**config.mk**
```make
export PLATFORM = sky130hd
export DESIGN_NAME = rotary_encoder_with_accel_top
export DESIGN_NICKNAME = d
export VERILOG_FILES = /design/src/rtl/core/rea_pkg.sv /design/src/rtl/core/rea_cfg_regs.sv /design/src/rtl/core/rea_quad_dec.sv /design/src/rtl/core/rea_value.sv /design/src/rtl/core/rea_button.sv /design/src/rtl/core/rotary_encoder_with_accel_top.sv
export SDC_FILE = /design/constraint.sdc
export NUM_CORES = 1
export LEC_CHECK = 0
export BUFFER_PORTS_ARGS = -buffer_cell sky130_fd_sc_hd__buf_2
export CAP_MARGIN = 15
export CORE_ASPECT_RATIO = 0.9
export CORE_UTILIZATION = 30
export CTS_CLUSTER_DIAMETER = 150
export DETAILED_ROUTE_END_ITERATION = 8
export PLACE_DENSITY = 0.47
export SLEW_MARGIN = 20
export SYNTH_ARGS = -nofsm -noshare
export SYNTH_HDL_FRONTEND = slang
export SYNTH_SLANG_ARGS = --single-unit
```
**constraint.sdc**
```tcl
create_clock -name i_clk -period 12.5 [get_ports i_clk]
set_input_delay 2.5 -clock i_clk [delete_from_list [all_inputs] [get_ports i_clk]]
set_output_delay 2.5 -clock i_clk [all_outputs]
set_load 0.005 [all_outputs]
```
**src/rtl/core/rea_pkg.sv**
```systemverilog
// rea_pkg: shared types, register codes, event codes and phase tables
// for the rotary encoder block; no dependencies
`default_nettype none

package rea_pkg;

    localparam int unsigned IN_TDATA_W  = 40;
    localparam int unsigned OUT_TDATA_W = 24;
    localparam int unsigned CFG_IDX_W   = 3;
    localparam int unsigned CFG_DATA_W  = 16;

    localparam logic [31:0] DEBOUNCE_TIME_MS = 32'd5;

    localparam logic signed [15:0] MIN_VALUE_RST   = 16'sd0;
    localparam logic signed [15:0] MAX_VALUE_RST   = 16'sd127;
    localparam logic [9:0]         STEP_SIZE_RST   = 10'd1;
    localparam logic [15:0]        MEDIUM_MS_RST   = 16'd100;
    localparam logic [15:0]        FAST_MS_RST     = 16'd40;
    localparam logic [3:0]         MEDIUM_MULT_RST = 4'd2;
    localparam logic [3:0]         FAST_MULT_RST   = 4'd3;
    localparam logic [3:0]         MEDIUM_MULT_DEF = 4'd2;
    localparam logic [3:0]         FAST_MULT_DEF   = 4'd4;

    localparam logic [1:0] PHASE_IDLE = 2'd3;

    typedef enum logic [2:0] {
        REG_MIN_VALUE   = 3'd0,
        REG_MAX_VALUE   = 3'd1,
        REG_WRAP_ENABLE = 3'd2,
        REG_STEP_SIZE   = 3'd3,
        REG_MEDIUM_MS   = 3'd4,
        REG_FAST_MS     = 3'd5,
        REG_MEDIUM_MULT = 3'd6,
        REG_FAST_MULT   = 3'd7
    } t_reg_idx;

    typedef enum logic [1:0] {
        ROT_NONE = 2'd0,
        ROT_INC  = 2'd1,
        ROT_DEC  = 2'd2
    } t_rot_event;

    typedef enum logic [1:0] {
        BTN_NONE  = 2'd0,
        BTN_START = 2'd1,
        BTN_END   = 2'd2
    } t_btn_event;

    typedef struct packed {
        logic signed [15:0] min_value;
        logic signed [15:0] max_value;
        logic               wrap_enable;
        logic [9:0]         step_size;
        logic [15:0]        accel_medium_ms;
        logic [15:0]        accel_fast_ms;
        logic [3:0]         medium_multiplier;
        logic [3:0]         fast_multiplier;
    } t_cfg;

    typedef struct packed {
        logic               min_we;
        logic               max_we;
        logic signed [15:0] bound;
    } t_bound_wr;

    typedef struct packed {
        logic fire;
        logic up;
    } t_detent;

    typedef struct packed {
        logic        quad_a;
        logic        quad_b;
        logic        switch_level;
        logic [31:0] now_ms;
    } t_sample;

    // 0 none, 1 forward, 3 backward
    localparam logic [1:0] PHASE_TABLE [16] = '{
        2'd0, 2'd1, 2'd3, 2'd0,
        2'd3, 2'd0, 2'd0, 2'd1,
        2'd1, 2'd0, 2'd0, 2'd3,
        2'd0, 2'd3, 2'd1, 2'd0
    };

    localparam logic [1:0] RING_POS [4] = '{2'd0, 2'd1, 2'd3, 2'd2};

    // quarter step delta, skipped phases recovered from ring distance
    function automatic logic signed [2:0] phase_delta(input logic [1:0] last,
                                                      input logic [1:0] cur);
        logic [1:0]        t;
        logic signed [3:0] diff;
        logic signed [2:0] d;
        t    = PHASE_TABLE[{last, cur}];
        diff = $signed({2'b00, RING_POS[cur]}) - $signed({2'b00, RING_POS[last]});
        if (diff > 4'sd2) begin
            diff = diff - 4'sd4;
        end
        if (diff < -4'sd2) begin
            diff = diff + 4'sd4;
        end
        case (t)
            2'd1:    d = 3'sd1;
            2'd3:    d = -3'sd1;
            default: d = diff[2:0];
        endcase
        return d;
    endfunction

endpackage

`default_nettype wire

```
**src/rtl/core/rea_cfg_regs.sv**
```systemverilog
// rea_cfg_regs: configuration register file with zero-value substitution
// depends on rea_pkg
`default_nettype none

module rea_cfg_regs (
    input  wire logic                              i_clk,
    input  wire logic                              i_rst_n,
    input  wire logic                              i_we,
    input  wire logic [rea_pkg::CFG_IDX_W-1:0]     i_idx,
    input  wire logic [rea_pkg::CFG_DATA_W-1:0]    i_wdata,
    output rea_pkg::t_cfg                          o_cfg,
    output rea_pkg::t_bound_wr                     o_bound_wr
);

    rea_pkg::t_cfg    r_cfg;
    rea_pkg::t_reg_idx idx;

    assign idx = rea_pkg::t_reg_idx'(i_idx);

    always_ff @(posedge i_clk) begin
        if (!i_rst_n) begin
            r_cfg.min_value         <= rea_pkg::MIN_VALUE_RST;
            r_cfg.max_value         <= rea_pkg::MAX_VALUE_RST;
            r_cfg.wrap_enable       <= 1'b0;
            r_cfg.step_size         <= rea_pkg::STEP_SIZE_RST;
            r_cfg.accel_medium_ms   <= rea_pkg::MEDIUM_MS_RST;
            r_cfg.accel_fast_ms     <= rea_pkg::FAST_MS_RST;
            r_cfg.medium_multiplier <= rea_pkg::MEDIUM_MULT_RST;
            r_cfg.fast_multiplier   <= rea_pkg::FAST_MULT_RST;
        end else if (i_we) begin
            unique case (idx)
                rea_pkg::REG_MIN_VALUE: r_cfg.min_value <= $signed(i_wdata);
                rea_pkg::REG_MAX_VALUE: r_cfg.max_value <= $signed(i_wdata);
                rea_pkg::REG_WRAP_ENABLE: r_cfg.wrap_enable <= i_wdata[0];
                rea_pkg::REG_STEP_SIZE: begin
                    r_cfg.step_size <= (i_wdata[9:0] == 10'd0) ? 10'd1 : i_wdata[9:0];
                end
                rea_pkg::REG_MEDIUM_MS: begin
                    r_cfg.accel_medium_ms <= (i_wdata == 16'd0) ? 16'd1 : i_wdata;
                end
                rea_pkg::REG_FAST_MS: begin
                    r_cfg.accel_fast_ms <= (i_wdata == 16'd0) ? 16'd1 : i_wdata;
                end
                rea_pkg::REG_MEDIUM_MULT: begin
                    r_cfg.medium_multiplier <= (i_wdata[3:0] == 4'd0) ?
                        rea_pkg::MEDIUM_MULT_DEF : i_wdata[3:0];
                end
                rea_pkg::REG_FAST_MULT: begin
                    r_cfg.fast_multiplier <= (i_wdata[3:0] == 4'd0) ?
                        rea_pkg::FAST_MULT_DEF : i_wdata[3:0];
                end
            endcase
        end
    end

    assign o_cfg = r_cfg;

    always_comb begin
        o_bound_wr.min_we = i_we && (idx == rea_pkg::REG_MIN_VALUE);
        o_bound_wr.max_we = i_we && (idx == rea_pkg::REG_MAX_VALUE);
        o_bound_wr.bound  = $signed(i_wdata);
    end

endmodule

`default_nettype wire

```
**src/rtl/core/rea_quad_dec.sv**
```systemverilog
// rea_quad_dec: quadrature phase decoder and quarter-step accumulator
// depends on rea_pkg
`default_nettype none

module rea_quad_dec (
    input  wire logic       i_clk,
    input  wire logic       i_rst_n,
    input  wire logic       i_en,
    input  wire logic       i_quad_a,
    input  wire logic       i_quad_b,
    output rea_pkg::t_detent o_detent
);

    logic [1:0]        r_last_phase;
    logic signed [2:0] r_step_accum;
    logic signed [2:0] n_step_accum;
    logic [1:0]        cur;
    logic              moved;
    logic signed [2:0] delta;
    logic signed [3:0] sum;
    logic signed [3:0] sum_adj;

    always_comb begin
        cur     = {i_quad_a, i_quad_b};
        moved   = (cur != r_last_phase);
        delta   = rea_pkg::phase_delta(r_last_phase, cur);
        sum     = $signed({r_step_accum[2], r_step_accum}) + $signed({delta[2], delta});
        o_detent.fire = moved && ((sum >= 4'sd4) || (sum <= -4'sd4));
        o_detent.up   = !sum[3];
        if (o_detent.fire) begin
            sum_adj = o_detent.up ? (sum - 4'sd4) : (sum + 4'sd4);
        end else begin
            sum_adj = sum;
        end
        n_step_accum = sum_adj[2:0];
    end

    always_ff @(posedge i_clk) begin
        if (!i_rst_n) begin
            r_last_phase <= rea_pkg::PHASE_IDLE;
            r_step_accum <= 3'sd0;
        end else if (i_en && moved) begin
            r_last_phase <= cur;
            r_step_accum <= n_step_accum;
        end
    end

endmodule

`default_nettype wire

```
**src/rtl/core/rea_value.sv**
```systemverilog
// rea_value: detent acceleration, counter update and bound handling
// depends on rea_pkg
`default_nettype none

module rea_value (
    input  wire logic              i_clk,
    input  wire logic              i_rst_n,
    input  wire logic              i_en,
    input  rea_pkg::t_detent       i_detent,
    input  wire logic [31:0]       i_now_ms,
    input  rea_pkg::t_cfg          i_cfg,
    input  rea_pkg::t_bound_wr     i_bound_wr,
    output rea_pkg::t_rot_event    o_rot_event,
    output logic signed [15:0]     o_value
);

    logic signed [15:0] r_count;
    logic signed [15:0] n_count;
    logic [31:0]        r_last_detent;
    logic [31:0]        interval;
    logic [3:0]         mult;
    logic [13:0]        prod;
    logic signed [17:0] sum;
    logic signed [17:0] max_ext;
    logic signed [17:0] min_ext;
    logic signed [15:0] det_val;
    logic signed [15:0] lo;
    logic signed [15:0] hi;
    logic signed [15:0] clamp_lo;
    logic signed [15:0] clamp_val;

    always_comb begin
        interval = (r_last_detent == 32'd0) ? 32'd0 : (i_now_ms - r_last_detent);
        if (interval == 32'd0) begin
            mult = 4'd1;
        end else if (interval <= {16'd0, i_cfg.accel_fast_ms}) begin
            mult = i_cfg.fast_multiplier;
        end else if (interval <= {16'd0, i_cfg.accel_medium_ms}) begin
            mult = i_cfg.medium_multiplier;
        end else begin
            mult = 4'd1;
        end
        prod    = {4'd0, i_cfg.step_size} * {10'd0, mult};
        max_ext = {{2{i_cfg.max_value[15]}}, i_cfg.max_value};
        min_ext = {{2{i_cfg.min_value[15]}}, i_cfg.min_value};
        if (i_detent.up) begin
            sum = $signed({{2{r_count[15]}}, r_count}) + $signed({4'd0, prod});
        end else begin
            sum = $signed({{2{r_count[15]}}, r_count}) - $signed({4'd0, prod});
        end
        if (sum > max_ext) begin
            det_val = i_cfg.wrap_enable ? i_cfg.min_value : i_cfg.max_value;
        end else if (sum < min_ext) begin
            det_val = i_cfg.wrap_enable ? i_cfg.max_value : i_cfg.min_value;
        end else begin
            det_val = sum[15:0];
        end
    end

    // bound write clamps up to min, then down to max
    always_comb begin
        lo        = i_bound_wr.min_we ? i_bound_wr.bound : i_cfg.min_value;
        hi        = i_bound_wr.max_we ? i_bound_wr.bound : i_cfg.max_value;
        clamp_lo  = (r_count < lo) ? lo : r_count;
        clamp_val = (clamp_lo > hi) ? hi : clamp_lo;
    end

    always_comb begin
        if (i_en && i_detent.fire) begin
            n_count = det_val;
        end else if (i_bound_wr.min_we || i_bound_wr.max_we) begin
            n_count = clamp_val;
        end else begin
            n_count = r_count;
        end
    end

    always_comb begin
        o_value = i_detent.fire ? det_val : r_count;
        if (i_detent.fire && (det_val != r_count)) begin
            o_rot_event = i_detent.up ? rea_pkg::ROT_INC : rea_pkg::ROT_DEC;
        end else begin
            o_rot_event = rea_pkg::ROT_NONE;
        end
    end

    always_ff @(posedge i_clk) begin
        if (!i_rst_n) begin
            r_count       <= 16'sd0;
            r_last_detent <= 32'd0;
        end else begin
            r_count <= n_count;
            if (i_en && i_detent.fire) begin
                r_last_detent <= i_now_ms;
            end
        end
    end

endmodule

`default_nettype wire

```
**src/rtl/core/rea_button.sv**
```systemverilog
// rea_button: push switch debounce and press start / end events
// depends on rea_pkg
`default_nettype none

module rea_button (
    input  wire logic           i_clk,
    input  wire logic           i_rst_n,
    input  wire logic           i_en,
    input  wire logic           i_switch_level,
    input  wire logic [31:0]    i_now_ms,
    output rea_pkg::t_btn_event o_button_event
);

    logic        r_raw;
    logic        n_raw;
    logic [31:0] r_change_time;
    logic [31:0] n_change_time;
    logic        r_deb;
    logic        n_deb;
    logic        r_held;
    logic        n_held;
    logic [31:0] elapsed;

    always_comb begin
        n_raw          = r_raw;
        n_change_time  = r_change_time;
        n_deb          = r_deb;
        n_held         = r_held;
        o_button_event = rea_pkg::BTN_NONE;
        elapsed        = i_now_ms - r_change_time;
        if (i_switch_level != r_raw) begin
            n_raw         = i_switch_level;
            n_change_time = i_now_ms;
        end else if ((i_switch_level != r_deb) && (elapsed > rea_pkg::DEBOUNCE_TIME_MS)) begin
            n_deb = i_switch_level;
            if (!r_held && !i_switch_level) begin
                n_held         = 1'b1;
                o_button_event = rea_pkg::BTN_START;
            end else if (r_held && i_switch_level) begin
                n_held         = 1'b0;
                o_button_event = rea_pkg::BTN_END;
            end
        end
    end

    always_ff @(posedge i_clk) begin
        if (!i_rst_n) begin
            r_raw         <= 1'b1;
            r_change_time <= 32'd0;
            r_deb         <= 1'b1;
            r_held        <= 1'b0;
        end else if (i_en) begin
            r_raw         <= n_raw;
            r_change_time <= n_change_time;
            r_deb         <= n_deb;
            r_held        <= n_held;
        end
    end

endmodule

`default_nettype wire

```
**src/rtl/core/rotary_encoder_with_accel_top.sv**
```systemverilog
// path: an accepted item is in the input register after its edge; its result then passes
// one logic pass into the result register, from which it is offered on the master side
// throughput: one item per cycle while the master side is not stalling
// the result register takes a new result whenever the old one is taken or empty
// reset: synchronous active-low i_rst_n clears all state but the data registers, no sweep
// rotary_encoder_with_accel_top: top level, stream handshake and pipeline registers
// depends on rea_pkg, rea_cfg_regs, rea_quad_dec, rea_value, rea_button
`default_nettype none

module rotary_encoder_with_accel_top (
    input  wire logic                               i_clk,
    input  wire logic                               i_rst_n,
    input  wire logic                               s_axis_tvalid,
    output logic                                    s_axis_tready,
    // quad_a, quad_b, switch_level, now_ms[31:0], zero pad
    input  wire logic [rea_pkg::IN_TDATA_W-1:0]     s_axis_tdata,
    output logic                                    m_axis_tvalid,
    input  wire logic                               m_axis_tready,
    // rot_event[1:0], button_event[1:0], value[15:0], zero pad
    output logic [rea_pkg::OUT_TDATA_W-1:0]         m_axis_tdata,
    input  wire logic                               i_cfg_we,
    input  wire logic [rea_pkg::CFG_IDX_W-1:0]      i_cfg_idx,
    input  wire logic [rea_pkg::CFG_DATA_W-1:0]     i_cfg_wdata
);

    logic                               r_in_valid;
    rea_pkg::t_sample                   r_in_data;
    rea_pkg::t_sample                   in_sample;
    logic                               r_out_valid;
    logic [rea_pkg::OUT_TDATA_W-1:0]    r_out_data;
    logic                               advance;
    logic                               step_en;
    rea_pkg::t_cfg                      cfg;
    rea_pkg::t_bound_wr                 bound_wr;
    rea_pkg::t_detent                   detent;
    rea_pkg::t_rot_event                rot_event;
    rea_pkg::t_btn_event                button_event;
    logic signed [15:0]                 value;

    always_comb begin
        in_sample.quad_a       = s_axis_tdata[0];
        in_sample.quad_b       = s_axis_tdata[1];
        in_sample.switch_level = s_axis_tdata[2];
        in_sample.now_ms       = s_axis_tdata[34:3];
    end

    assign advance       = !r_out_valid || m_axis_tready;
    assign s_axis_tready = !r_in_valid || advance;
    assign step_en       = r_in_valid && advance;

    always_ff @(posedge i_clk) begin
        if (!i_rst_n) begin
            r_in_valid <= 1'b0;
        end else if (s_axis_tready) begin
            r_in_valid <= s_axis_tvalid;
        end
    end

    always_ff @(posedge i_clk) begin
        if (s_axis_tready && s_axis_tvalid) begin
            r_in_data <= in_sample;
        end
    end

    rea_cfg_regs u_cfg_regs (
        .i_clk      (i_clk),
        .i_rst_n    (i_rst_n),
        .i_we       (i_cfg_we),
        .i_idx      (i_cfg_idx),
        .i_wdata    (i_cfg_wdata),
        .o_cfg      (cfg),
        .o_bound_wr (bound_wr)
    );

    rea_quad_dec u_quad_dec (
        .i_clk    (i_clk),
        .i_rst_n  (i_rst_n),
        .i_en     (step_en),
        .i_quad_a (r_in_data.quad_a),
        .i_quad_b (r_in_data.quad_b),
        .o_detent (detent)
    );

    rea_value u_value (
        .i_clk       (i_clk),
        .i_rst_n     (i_rst_n),
        .i_en        (step_en),
        .i_detent    (detent),
        .i_now_ms    (r_in_data.now_ms),
        .i_cfg       (cfg),
        .i_bound_wr  (bound_wr),
        .o_rot_event (rot_event),
        .o_value     (value)
    );

    rea_button u_button (
        .i_clk          (i_clk),
        .i_rst_n        (i_rst_n),
        .i_en           (step_en),
        .i_switch_level (r_in_data.switch_level),
        .i_now_ms       (r_in_data.now_ms),
        .o_button_event (button_event)
    );

    always_ff @(posedge i_clk) begin
        if (!i_rst_n) begin
            r_out_valid <= 1'b0;
        end else if (advance) begin
            r_out_valid <= r_in_valid;
        end
    end

    always_ff @(posedge i_clk) begin
        if (step_en) begin
            r_out_data <= {4'd0, value, button_event, rot_event};
        end
    end

    assign m_axis_tvalid = r_out_valid;
    assign m_axis_tdata  = r_out_data;

endmodule

`default_nettype wire

```
# Word-level counts from Yosys, hierarchy flattened

Memory sizes are Yosys's and may differ from the RTL's.
Cells that the tools add are included.
W data, S select, Z words.

Bits in registers: 228
ROM bits: 32
Word-level logic and storage cells: 148
Memories kept: 1

Add/subtract/negate cells: 10
Multipliers: 1
Magnitude comparators: 14
Equal/unequal tests: 13
Multiplexer cells: 38
Bitwise logic cells: 5
Reduce and logical (&&, ||, !) cells: 40

Memory list:

| name             | words | bits a word | read ports | clocked after Yosys merged registers in | write ports | line          | text |
|---|---|---|---|---|---|---|---|
| (name not given) | 16    | 2           | 1          | 0                                       | 0           | rea_pkg.sv:94 | `t = PHASE_TABLE[{last, cur}];` |

Operators by type and width:

| kind                  | count |
|---|---|
| $mux W16              | 12 |
| $le A32 B16 Y1        | 2 |
| $logic_not A32 Y1     | 2 |
| $sub A32 B32 Y32      | 2 |
| $gt A32 B3 Y1 const B | 1 |
| $mux W32              | 1 |
| $mux W4               | 6 |
| $gt A18 B16 Y1        | 1 |
| $lt A18 B16 Y1        | 1 |
| $mux W18              | 1 |
| $reduce_and A2 Y1     | 9 |
| $add A16 B15 Y17      | 1 |
| $sub A16 B15 Y17      | 1 |
| $gt A16 B16 Y1        | 1 |
| $logic_not A16 Y1     | 1 |
| $lt A16 B16 Y1        | 1 |
| $mux W2               | 8 |
| $ne A16 B16 Y1        | 1 |
| $mul A10 B4 Y14       | 1 |
| $eq A3 B3 Y1 const B  | 4 |
| $logic_and A1 B1 Y1   | 11 |
| $logic_not A10 Y1     | 1 |
| $mux W10              | 1 |
| $mux W3               | 3 |
| 32 further kinds      | 48 |

# Depth between registers and ports, before layout

Gate-level depths: netlist of the first run.

Word-level depth: 17
Gate-level depth with buffers: 59
Gate-level depth less buffers: 57

# Cells and area by module

A second synthesis of the first run with hierarchy kept.

Cell total of the unflattened synthesis: 2483
Area total of the unflattened synthesis: 19657.6 um^2

Modules (own cells, without submodules):

| module                        | times used | cells each | area an instance (um^2) | sequential area each (um^2) |
|---|---|---|---|---|
| rea_value                     | 1          | 1465       | 10326.2                 | 960.9 |
| rea_button                    | 1          | 511        | 3701.0                  | 700.7 |
| rea_cfg_regs                  | 1          | 389        | 3340.7                  | 1661.6 |
| rotary_encoder_with_accel_top | 1          | 69         | 1789.2                  | 1691.6 |
| rea_quad_dec                  | 1          | 49         | 500.5                   | 100.1 |

# Worst setup path after synthesis of the first run

No wires, ideal clock.

Kind: reg-to-reg
Start point: reg r_in_data[1] (netlist name)
End point: reg r_out_data, in the netlist m_axis_tdata[1] (data pin)
Data arrival time: 11.264 ns
Required time: 12.224 ns
Path slack: 0.960 ns
Stages on the path, launching flop included: 57
Buffers on the path: 1
Clock period less this slack: 11.540 ns
Path through: edfxtp_1 > ha_1 > nor2b_1 > o31a_1 > o31ai_4 > o211ai_1 > a31oi_1 > xnor2_1 > and2_1 > ha_1 > a21o_1 > a21o_1 > a21oi_1 > o21ai_0 > o21ai_0 > nor2_1 > a22oi_1 > or2_1 > [21 not listed] > o21bai_1 > a21oi_1 > o21bai_1 > a21oi_1 > xor2_1 > xnor2_1 > ha_1 > nor3b_1 > o211ai_1 > a221oi_1 > o21a_1 > a211oi_1 > and2_1 > or4_1 > a211oi_1 > nand4_1 > nor4_1 > nor4_1

Longest elaborated chain between the ends: 14
Elaborated cells between the ends (all ways): 18

RTL lines:

| element                                                     | line                                 | text |
|---|---|---|
| start, declared                                             | rotary_encoder_with_accel_top.sv:27  | `rea_pkg::t_sample r_in_data;` |
| start signal, assigned                                      | rotary_encoder_with_accel_top.sv:61  | `r_in_data <= in_sample;` |
| $sub A32 B32 Y32 *                                          | rea_value.sv:33                      | `interval = (r_last_detent == 32'd0) ? 32'd0 : (i_now_ms - r_last_detent);` |
| $mux W32 *                                                  | rea_value.sv:33                      |  |
| $le A32 B16 Y1                                              | rea_value.sv:38                      | `end else if (interval <= {16'd0, i_cfg.accel_medium_ms}) begin` |
| $mux W4                                                     | rea_value.sv:38                      |  |
| $mux W4                                                     | rea_value.sv:36                      | `end else if (interval <= {16'd0, i_cfg.accel_fast_ms}) begin` |
| $mux W4 *                                                   | rea_value.sv:34                      | `if (interval == 32'd0) begin` |
| $mul A10 B4 Y14 *                                           | rea_value.sv:43                      | `prod = {4'd0, i_cfg.step_size} * {10'd0, mult};` |
| $add A16 B15 Y17 / $sub A16 B15 Y17 (equally long branches) | rea_value.sv:47, rea_value.sv:49     |  |
| $mux W18 *                                                  | rea_value.sv:46                      | `if (i_detent.up) begin` |
| $lt A18 B16 Y1                                              | rea_value.sv:53                      | `end else if (sum < min_ext) begin` |
| $mux W16                                                    | rea_value.sv:53                      |  |
| $mux W16 *                                                  | rea_value.sv:51                      | `if (sum > max_ext) begin` |
| $ne A16 B16 Y1 *                                            | rea_value.sv:80                      | `if (i_detent.fire && (det_val != r_count)) begin` |
| $logic_and A1 B1 Y1 *                                       | rea_value.sv:80                      |  |
| end signal, assigned                                        | rotary_encoder_with_accel_top.sv:115 | `r_out_data <= {4'd0, value, button_event, rot_event};` |
| end, declared                                               | rotary_encoder_with_accel_top.sv:30  | `logic [rea_pkg::OUT_TDATA_W-1:0] r_out_data;` |

Mark *: on every way between the ends. The rest lies on a longest branch, timed or not.
A chain may end at the register's enable or synchronous reset.

# Worst setup path after layout of the first run

Start point: reg r_in_data[1] (netlist name)
End point: reg r_out_data, in the netlist m_axis_tdata[0] (data pin)

Same word-level chain as after synthesis.

==> results of run 1 <==
[power breakdown]
| group | leakage, nW | internal (mW) | switching [mW] |
|---|---|---|---|
| clock | 0.487 | 0.558 | 0.363 |
| sequential | 1.94 | 0.837 | 0.0796 |
| combinational | 6.76 | 1.35 | 1.73 |
[how the worst min path moves through the flow]
| stage | end | start | slack, ps |
|---|---|---|---|
| final | u_button.r_change_time[4] | u_button.r_change_time[4] | 470 |
| after global routing | u_button.r_change_time[20] | u_button.r_change_time[20] | 480 |
| after CTS | u_button.r_change_time[12] | u_button.r_change_time[12] | 470 |
| after detailed placement | u_button.r_change_time[12] | u_button.r_change_time[12] | 460 |
| after global placement | u_button.r_change_time[21] | u_button.r_change_time[21] | 450 |
| after floorplan | u_cfg_regs.o_cfg[0] | u_cfg_regs.o_cfg[0] | 440 |
[area by class of cell]
cell class,instances,area share (%)
Multi-Input combinational cell,1809,56.88
Clock buffer,34,3.316
Inverter,207,3.426
Sequential cell,228,22.48
Antenna cell,1,0.01100
Tap cell,836,4.598
Clock inverter,20,1.243
Timing Repair Buffer,269,8.041
[kinds of logic (layout without fill, tap and decap cells)]
| group | after synthesis | in the layout | share of synthesized area, % |
|---|---|---|---|
| XOR/XNOR | 81 | 81 | 3.793 |
| adder cells (fa/ha/maj) | 225 | 225 | 15.89 |
| multiplexers | 43 | 43 | 2.395 |
| other | 1 | 5 | 0.02005 |
| buffers and inverters | 308 | 530 | 6.415 |
| flip-flops | 228 | 228 | 27.34 |
| AO/OA/AOI/OAI | 650 | 650 | 23.71 |
| AND/OR/NAND/NOR | 806 | 806 | 20.43 |
[stage by stage]
step,area [µm²],power [mW]
global route,22750,5.260
global placement,21110,3.688
detailed placement,21110,3.729
finish,22750,4.920
CTS,22220,4.709
floorplan,18720,2.566
[critical path, delay by kind of cell (launching register included)]
| family | cells | cell delay (ps) |
|---|---|---|
| AO/OA/AOI/OAI | 25 | 4550 |
| XOR/XNOR | 4 | 690 |
| flip-flops | 1 | 490 |
| buffers and inverters | 8 | 1050 |
| AND/OR/NAND/NOR | 15 | 2610 |
| adder cells (fa/ha/maj) | 7 | 2310 |
[registers in the layout (all words and copies together), names as in the netlist]
register and cells:
u_value.r_count 16, m_axis_tvalid 1, u_value.r_last_detent 32, u_button.r_change_time 32, u_quad_dec.r_last_phase 2, r_in_valid 1, u_quad_dec.r_step_accum 3, u_cfg_regs.o_cfg 83
r_in_data 35, u_button.r_raw 1, u_button.r_held 1, u_button.r_deb 1, m_axis_tdata 20
[metal layers]
layer  wire (µm)  vias up  part of all wire (%)  track usage, %
met5           0        -                     0               0
met4         680        0                   1.1           2.645
met3        2728       45                   4.4           2.307
met2       25380      340                    41           27.57
met1       32910     8338                    53           29.80
li1            -     8709                     -               -
[repair_timing]
| item | CTS | global route |
|---|---|---|
| pin swaps | 2 | 73 |
| hold buffers | 0 | 0 |
| endpoints found under the setup margin | 2 | 18 |
| setup buffers | 0 | 15 |
| gates resized for setup | 15 | 98 |
[Yosys cell counts (7+ instances only)]
| cell type | n | share of area (%) |
|---|---|---|
| sky130_fd_sc_hd__a211o_1 | 8 | 0.37 |
| sky130_fd_sc_hd__a211oi_1 | 26 | 1.0 |
| sky130_fd_sc_hd__a21boi_0 | 102 | 4.1 |
| sky130_fd_sc_hd__a21o_1 | 54 | 2.2 |
| sky130_fd_sc_hd__a21oi_1 | 148 | 4.0 |
| sky130_fd_sc_hd__a221o_1 | 16 | 0.86 |
| sky130_fd_sc_hd__a22oi_1 | 7 | 0.28 |
| sky130_fd_sc_hd__a31oi_1 | 18 | 0.60 |
| sky130_fd_sc_hd__and2_1 | 29 | 0.97 |
| sky130_fd_sc_hd__and3_1 | 7 | 0.23 |
| sky130_fd_sc_hd__and4_1 | 7 | 0.33 |
| sky130_fd_sc_hd__buf_2 | 11 | 0.29 |
| sky130_fd_sc_hd__clkbuf_1 | 79 | 1.6 |
| sky130_fd_sc_hd__dfxtp_1 | 173 | 19 |
| sky130_fd_sc_hd__edfxtp_1 | 55 | 8.8 |
| sky130_fd_sc_hd__fa_1 | 21 | 2.2 |
| sky130_fd_sc_hd__ha_1 | 204 | 14 |
| sky130_fd_sc_hd__inv_1 | 206 | 4.1 |
| sky130_fd_sc_hd__mux2i_1 | 38 | 2.0 |
| sky130_fd_sc_hd__nand2_1 | 355 | 7.1 |
| sky130_fd_sc_hd__nand2b_1 | 23 | 0.77 |
| sky130_fd_sc_hd__nand3_1 | 25 | 0.67 |
| sky130_fd_sc_hd__nand4_1 | 35 | 1.2 |
| sky130_fd_sc_hd__nor2_1 | 153 | 3.1 |
| sky130_fd_sc_hd__nor2b_1 | 47 | 1.6 |
| sky130_fd_sc_hd__nor3_1 | 40 | 1.1 |
| sky130_fd_sc_hd__nor3b_1 | 9 | 0.36 |
| sky130_fd_sc_hd__nor4_1 | 23 | 0.77 |
| sky130_fd_sc_hd__o211a_1 | 8 | 0.43 |
| sky130_fd_sc_hd__o211ai_1 | 23 | 0.92 |
| sky130_fd_sc_hd__o21a_1 | 24 | 0.96 |
| sky130_fd_sc_hd__o21ai_0 | 89 | 2.4 |
| sky130_fd_sc_hd__o21ai_1 | 10 | 0.27 |
| sky130_fd_sc_hd__o21bai_1 | 17 | 0.68 |
| sky130_fd_sc_hd__o221ai_1 | 8 | 0.37 |
| sky130_fd_sc_hd__o22ai_1 | 20 | 0.67 |
| sky130_fd_sc_hd__o31a_1 | 8 | 0.37 |
| sky130_fd_sc_hd__o31ai_1 | 9 | 0.36 |
| sky130_fd_sc_hd__or2_2 | 7 | 0.23 |
| sky130_fd_sc_hd__or3_1 | 19 | 0.64 |
| sky130_fd_sc_hd__xnor2_1 | 48 | 2.2 |
| sky130_fd_sc_hd__xor2_1 | 33 | 1.5 |
==> impl_metrics.py, run 1 <==
metrics = {
    "drt": {
        "drcViolationCount": 0,
        "wire_per_inst_um": 18.13,
        "detail_route.vias_per_cell": 5.121,
        "wirelength_um": 61700,
        "drt_first_pass_iters": 5,
        "drtIter0Drc": 1075,
        "num_vias": 17430,
        "postRouteAntennaNets": 0,
    },
    "sta": {
        "max-slew-margin-rel_pct": 28.68,
        "final.setup_skew_ps": 25.49,
        "totalNegativeSetupSlack_ps": 0,
        "fin_ws_ps": 507.7,
        "layout_min_cycle_time_ps": 11990,
        "worst_hold_slack_across_all_endpoints_ps": 465.2,
        "achievable-frequency_ghz": 0.08339,
        "setup_viol": 0,
        "worst-slew-pin-transition_ps": 1064,
        "final-hold-violation-count": 0,
        "number_of_max_slew_violations_in_the_final_report": 0,
        "fin_crit_sh_pct": 95.94,
    },
    "setup_path": {
        "crit_path_max_incr_delay_ps": 520,
        "reg2reg_to": "m_axis_tdata[0]",
        "crit_type": "flop to flop",
        "critical_path.most_common_cell": "sky130_fd_sc_hd__buf_4",
        "timing.critical_path.from": "r_in_data[1]",
        "reg2reg_setup_slack_ps": 510,
        "crit_path_start_kind": "flop",
        "critical_path.slowest_cell": "sky130_fd_sc_hd__fa_1",
        "r2r-start": "r_in_data[1]",
        "end_kind": "flop",
        "reg2regPathDepth": 59,
        "critical_path_arrival_ps": 12310,
        "critical_path_peak_fanout": 9,
        "endpoint": "m_axis_tdata[0]",
        "crit_required_ps": 12820,
    },
    "status": {
        "status": "complete, no violations",
    },
    "cts": {
        "clkTransAtPathRegs_ps": 60,
        "clk_root_buffer_cell": "sky130_fd_sc_hd__clkbuf_16",
        "h_tree_level_count": 1,
        "worst_skew_pair.late_latency_ps": 590,
        "cts.sink_count": 228,
        "clock_tree.buffer_depth": 3,
        "tritoncts": "built",
        "cts_inserted_buffers": 29,
    },
    "place": {
        "globalplace.congestion": 0.9285,
        "place.detailed.hpwl_um": 48270,
        "placed_cells_incl_taps": 3338,
        "placement.setup.worst_slack_ps": -482.3,
        "buffer_ports.inserted": 80,
    },
    "floorplanning": {
        "chipWidth_um": 265.2,
        "placeableCoreArea_um2": 61440,
        "initial_core_utilization_pct": 30.44,
        "die_area_um2": 63360,
        "floorplan.rows": 86,
        "die_h_um": 238.9,
        "io-pin-count": 90,
    },
    "finish": {
        "multiInputGateArea_um2": 12940,
        "fill_cells": 6360,
        "layout-area-overhead-vs-synth_pct": 21.62,
        "ff_latch_area_um2": 5115,
        "most_frequent_standard_cell_in_the_layout_excluding_fill_and_tap_cells": "sky130_fd_sc_hd__nand2_1",
        "finalNetCount": 2833,
        "final_util_pct": 37.03,
        "instances_no_fill": 3404,
        "most-common-layout-cells": "sky130_fd_sc_hd__nand2_1 (354), sky130_fd_sc_hd__inv_1 (204), sky130_fd_sc_hd__ha_1 (197)",
        "layout-drive-gt1-share_pct": 17.14,
    },
    "global_route": {
        "grt_overflow_total": 0,
        "overall_global_routing_resource_usage_pct": 18.94,
        "antenna_violations_before_repair": 0,
        "first_global_vias": 16500,
        "grt_pass1_wl_um": 94880,
        "grt_start_max_net_pins": 88,
    },
    "power_and_ir_drop": {
        "ir_drop_v": 0.0001323,
        "powerDensity_nw_per_um2": 216.3,
        "p_leak_nw": 9.190,
    },
    "yosys": {
        "post_synth_num_cell_types": 90,
        "synthesis.area_per_instance_um2": 7.987,
        "synth_enable_flop_cells": 55,
        "postSynth.asyncResetShare_pct": 0,
        "yosys_warnings": 0,
        "synthesis_stage_register_bit_count": 228,
        "synth_seq_area_share_pct": 27.34,
        "synth-main-ff-cell": "sky130_fd_sc_hd__dfxtp_1",
        "synthesis.area_um2": 18710,
        "cell_count_after_synthesis": 2342,
    },
    "worst_hold_path": {
        "min_delay_path_depth": 2,
        "timing.hold.worst.class": "flop to flop",
    },
    "flow_run": {
        "maxCapViolations": 0,
    },
}
(Power assumes the default switching activity.)
==> run 2, diff against run 1 <==
--- a/config.mk
+++ b/config.mk
@@ -11,3 +11,3 @@
 export CORE_UTILIZATION = 30
-export CTS_CLUSTER_DIAMETER = 150
+export CTS_CLUSTER_DIAMETER = 60
 export DETAILED_ROUTE_END_ITERATION = 8
==> constraint.sdc (replaced) <==
create_clock -name i_clk -period 12.5 [get_ports i_clk]
set_input_delay 0.625 -clock i_clk [delete_from_list [all_inputs] [get_ports i_clk]]
set_output_delay 0.625 -clock i_clk [all_outputs]
set_load 0.005 [all_outputs]
==> impl_metrics.py, run 2 (synthesis results as in run 1) <==
metrics = {
    "power_and_ir_drop": {
        "p_leak_nw": 9.099,
        "powerDensity_nw_per_um2": 215.3,
        "ir_drop_v": 0.0001293,
        "post-layout-total-power_mw": 4.828,
    },
    "floorplanning": {
        "floorplan.rows": 86,
        "die_area_um2": 63360,
        "io-pin-count": 90,
        "die_h_um": 238.9,
        "initial_core_utilization_pct": 30.44,
        "chipWidth_um": 265.2,
        "placeableCoreArea_um2": 61440,
    },
    "drt": {
        "drcViolationCount": 0,
        "postRouteAntennaNets": 0,
        "drtIter0Drc": 1091,
        "num_vias": 17610,
        "drt_first_pass_iters": 5,
        "detail_route.vias_per_cell": 5.208,
        "wire_per_inst_um": 18.00,
        "wirelength_um": 60870,
    },
    "place": {
        "place.detailed.hpwl_um": 47890,
        "buffer_ports.inserted": 80,
        "placement.setup.worst_slack_ps": -311.9,
        "globalplace.congestion": 0.9117,
    },
    "sta": {
        "max-slew-margin-rel_pct": 34.28,
        "final-hold-violation-count": 0,
        "achievable-frequency_ghz": 0.08397,
        "fin_crit_sh_pct": 95.27,
        "fin_ws_ps": 590.8,
        "number_of_max_slew_violations_in_the_final_report": 0,
        "layout_min_cycle_time_ps": 11910,
        "setup_viol": 0,
        "worst-slew-pin-transition_ps": 984.8,
        "final.setup_skew_ps": 27.12,
        "totalNegativeSetupSlack_ps": 0,
    },
    "setup_path": {
        "critical_path_arrival_ps": 12190,
        "critical_path.slowest_cell": "sky130_fd_sc_hd__fa_2",
        "end_kind": "flop",
        "crit_path_max_incr_delay_ps": 600,
        "crit_path_start_kind": "flop",
        "critical_path.most_common_cell": "sky130_fd_sc_hd__buf_4",
        "crit_required_ps": 12780,
        "critical_path_peak_fanout": 5,
        "crit_type": "flop to flop",
        "reg2regPathDepth": 59,
    },
    "global_route": {
        "grt_start_max_net_pins": 88,
        "antenna_violations_before_repair": 0,
        "overall_global_routing_resource_usage_pct": 19.09,
        "grt_pass1_wl_um": 95030,
        "first_global_vias": 16910,
        "grt_overflow_total": 0,
    },
    "cts": {
        "ctsHoldBuffers": 0,
        "tritoncts": "built",
        "cts_inserted_buffers": 34,
        "worst_skew_pair.late_latency_ps": 560,
        "clkTransAtPathRegs_ps": 60,
        "h_tree_level_count": 2,
        "clk_root_buffer_cell": "sky130_fd_sc_hd__clkbuf_16",
        "clock_tree.buffer_depth": 3,
        "cts.sink_count": 228,
    },
    "flow_run": {
        "maxCapViolations": 0,
    },
    "finish": {
        "antenna-diode-count": 0,
        "largest_register_ff_count": 83,
        "layout-drive-gt1-share_pct": 14.70,
        "fill_cells": 6396,
        "most_frequent_standard_cell_in_the_layout_excluding_fill_and_tap_cells": "sky130_fd_sc_hd__nand2_1",
        "layout-area-overhead-vs-synth_pct": 19.86,
        "most-common-layout-cells": "sky130_fd_sc_hd__nand2_1 (355), sky130_fd_sc_hd__inv_1 (206), sky130_fd_sc_hd__ha_1 (203)",
        "finalNetCount": 2809,
    },
    "worst_hold_path": {
        "min_delay_path_depth": 1,
        "timing.hold.worst.class": "input port to flop",
    },
    "status": {
        "status": "complete, no violations",
    },
}
run 2: cell types whose count changed in the layout (fill, tap and decap cells not counted), sizes merged:
| cell | delta |
|---|---|
| bufinv | -4 |
| clkinv | +1 |
| clkinvlp | -3 |
| buf | -29 |
| clkbuf | +13 |
| diode | -1 |
run 2: final timing paths:
| kind | slack [ps] | startpoint | to |
|---|---|---|---|
| worst min-delay path | 250 | s_axis_tdata[21] | r_in_data[18] |
| worst max-delay path | 590 | r_in_data[0] | m_axis_tdata[0] |
| worst min register to register | 460 | u_button.r_change_time[19] | u_button.r_change_time[19] |
| worst max register to register | 590 | r_in_data[0] | m_axis_tdata[0] |
run 2: per-stage QoR:
step | std cells | hold slack, ps | util [%] | cell area (µm²)
2_1_floorplan | 2345 | 436.4 | - | 18720
3_5_place_dp | 3316 | 453.4 | 34.11 | 20960
5_1_grt | 3381 | 219.5 | 36.49 | 22420
3_3_place_gp | 3316 | 453.4 | 34.11 | 20960
6_report | 3381 | 249.8 | 36.49 | 22420
4_1_cts | 3377 | 215.6 | 36.04 | 22140
run 2: where the power goes:
part           switching [mW]  total, mW  internal [mW]
combinational            1.67       2.93           1.25
sequential             0.0792      0.917          0.838
clock                   0.385      0.985          0.600
run 2: cell type report:
class / instances / area (µm²) / area share, %
clock buffer: 47 / 983.4 / 4.386
clock inverter: 14 / 171.4 / 0.7645
inverter: 207 / 779.5 / 3.477
multi-input combinational: 1809 / 12710 / 56.68
sequential: 228 / 5115 / 22.81
tap: 836 / 1046 / 4.665
timing repair buffer: 240 / 1617 / 7.210
run 2: metal layers:
metal | global-route usage, % | share of wire, % | wire, µm | vias to the layer above
met1 | 29.05 | 52 | 31420 | 8398
met4 | 5.640 | 2.8 | 1709 | 0
met2 | 26.72 | 39 | 23780 | 452
met5 | 0 | 0 | 0 | -
li1 | - | - | - | 8676
met3 | 3.574 | 6.5 | 3968 | 81
run 2: worst max-delay path, delay by kind of cell, from the launching register on:
family          cells  cell delay [ps]
fa+ha+maj           8             2830
xor+xnor            5              700
flops               1              380
buf+inv            11             1560
simple gates       16             2770
compound gates     19             3440
run 2: timing repair:
action                                 in CTS  in global routing
setup buffers                               0                  4
endpoints found under the hold margin       0                  0
setup endpoints to repair                   2                 16
pin swaps                                   0                 17
resized for setup                           8                 50
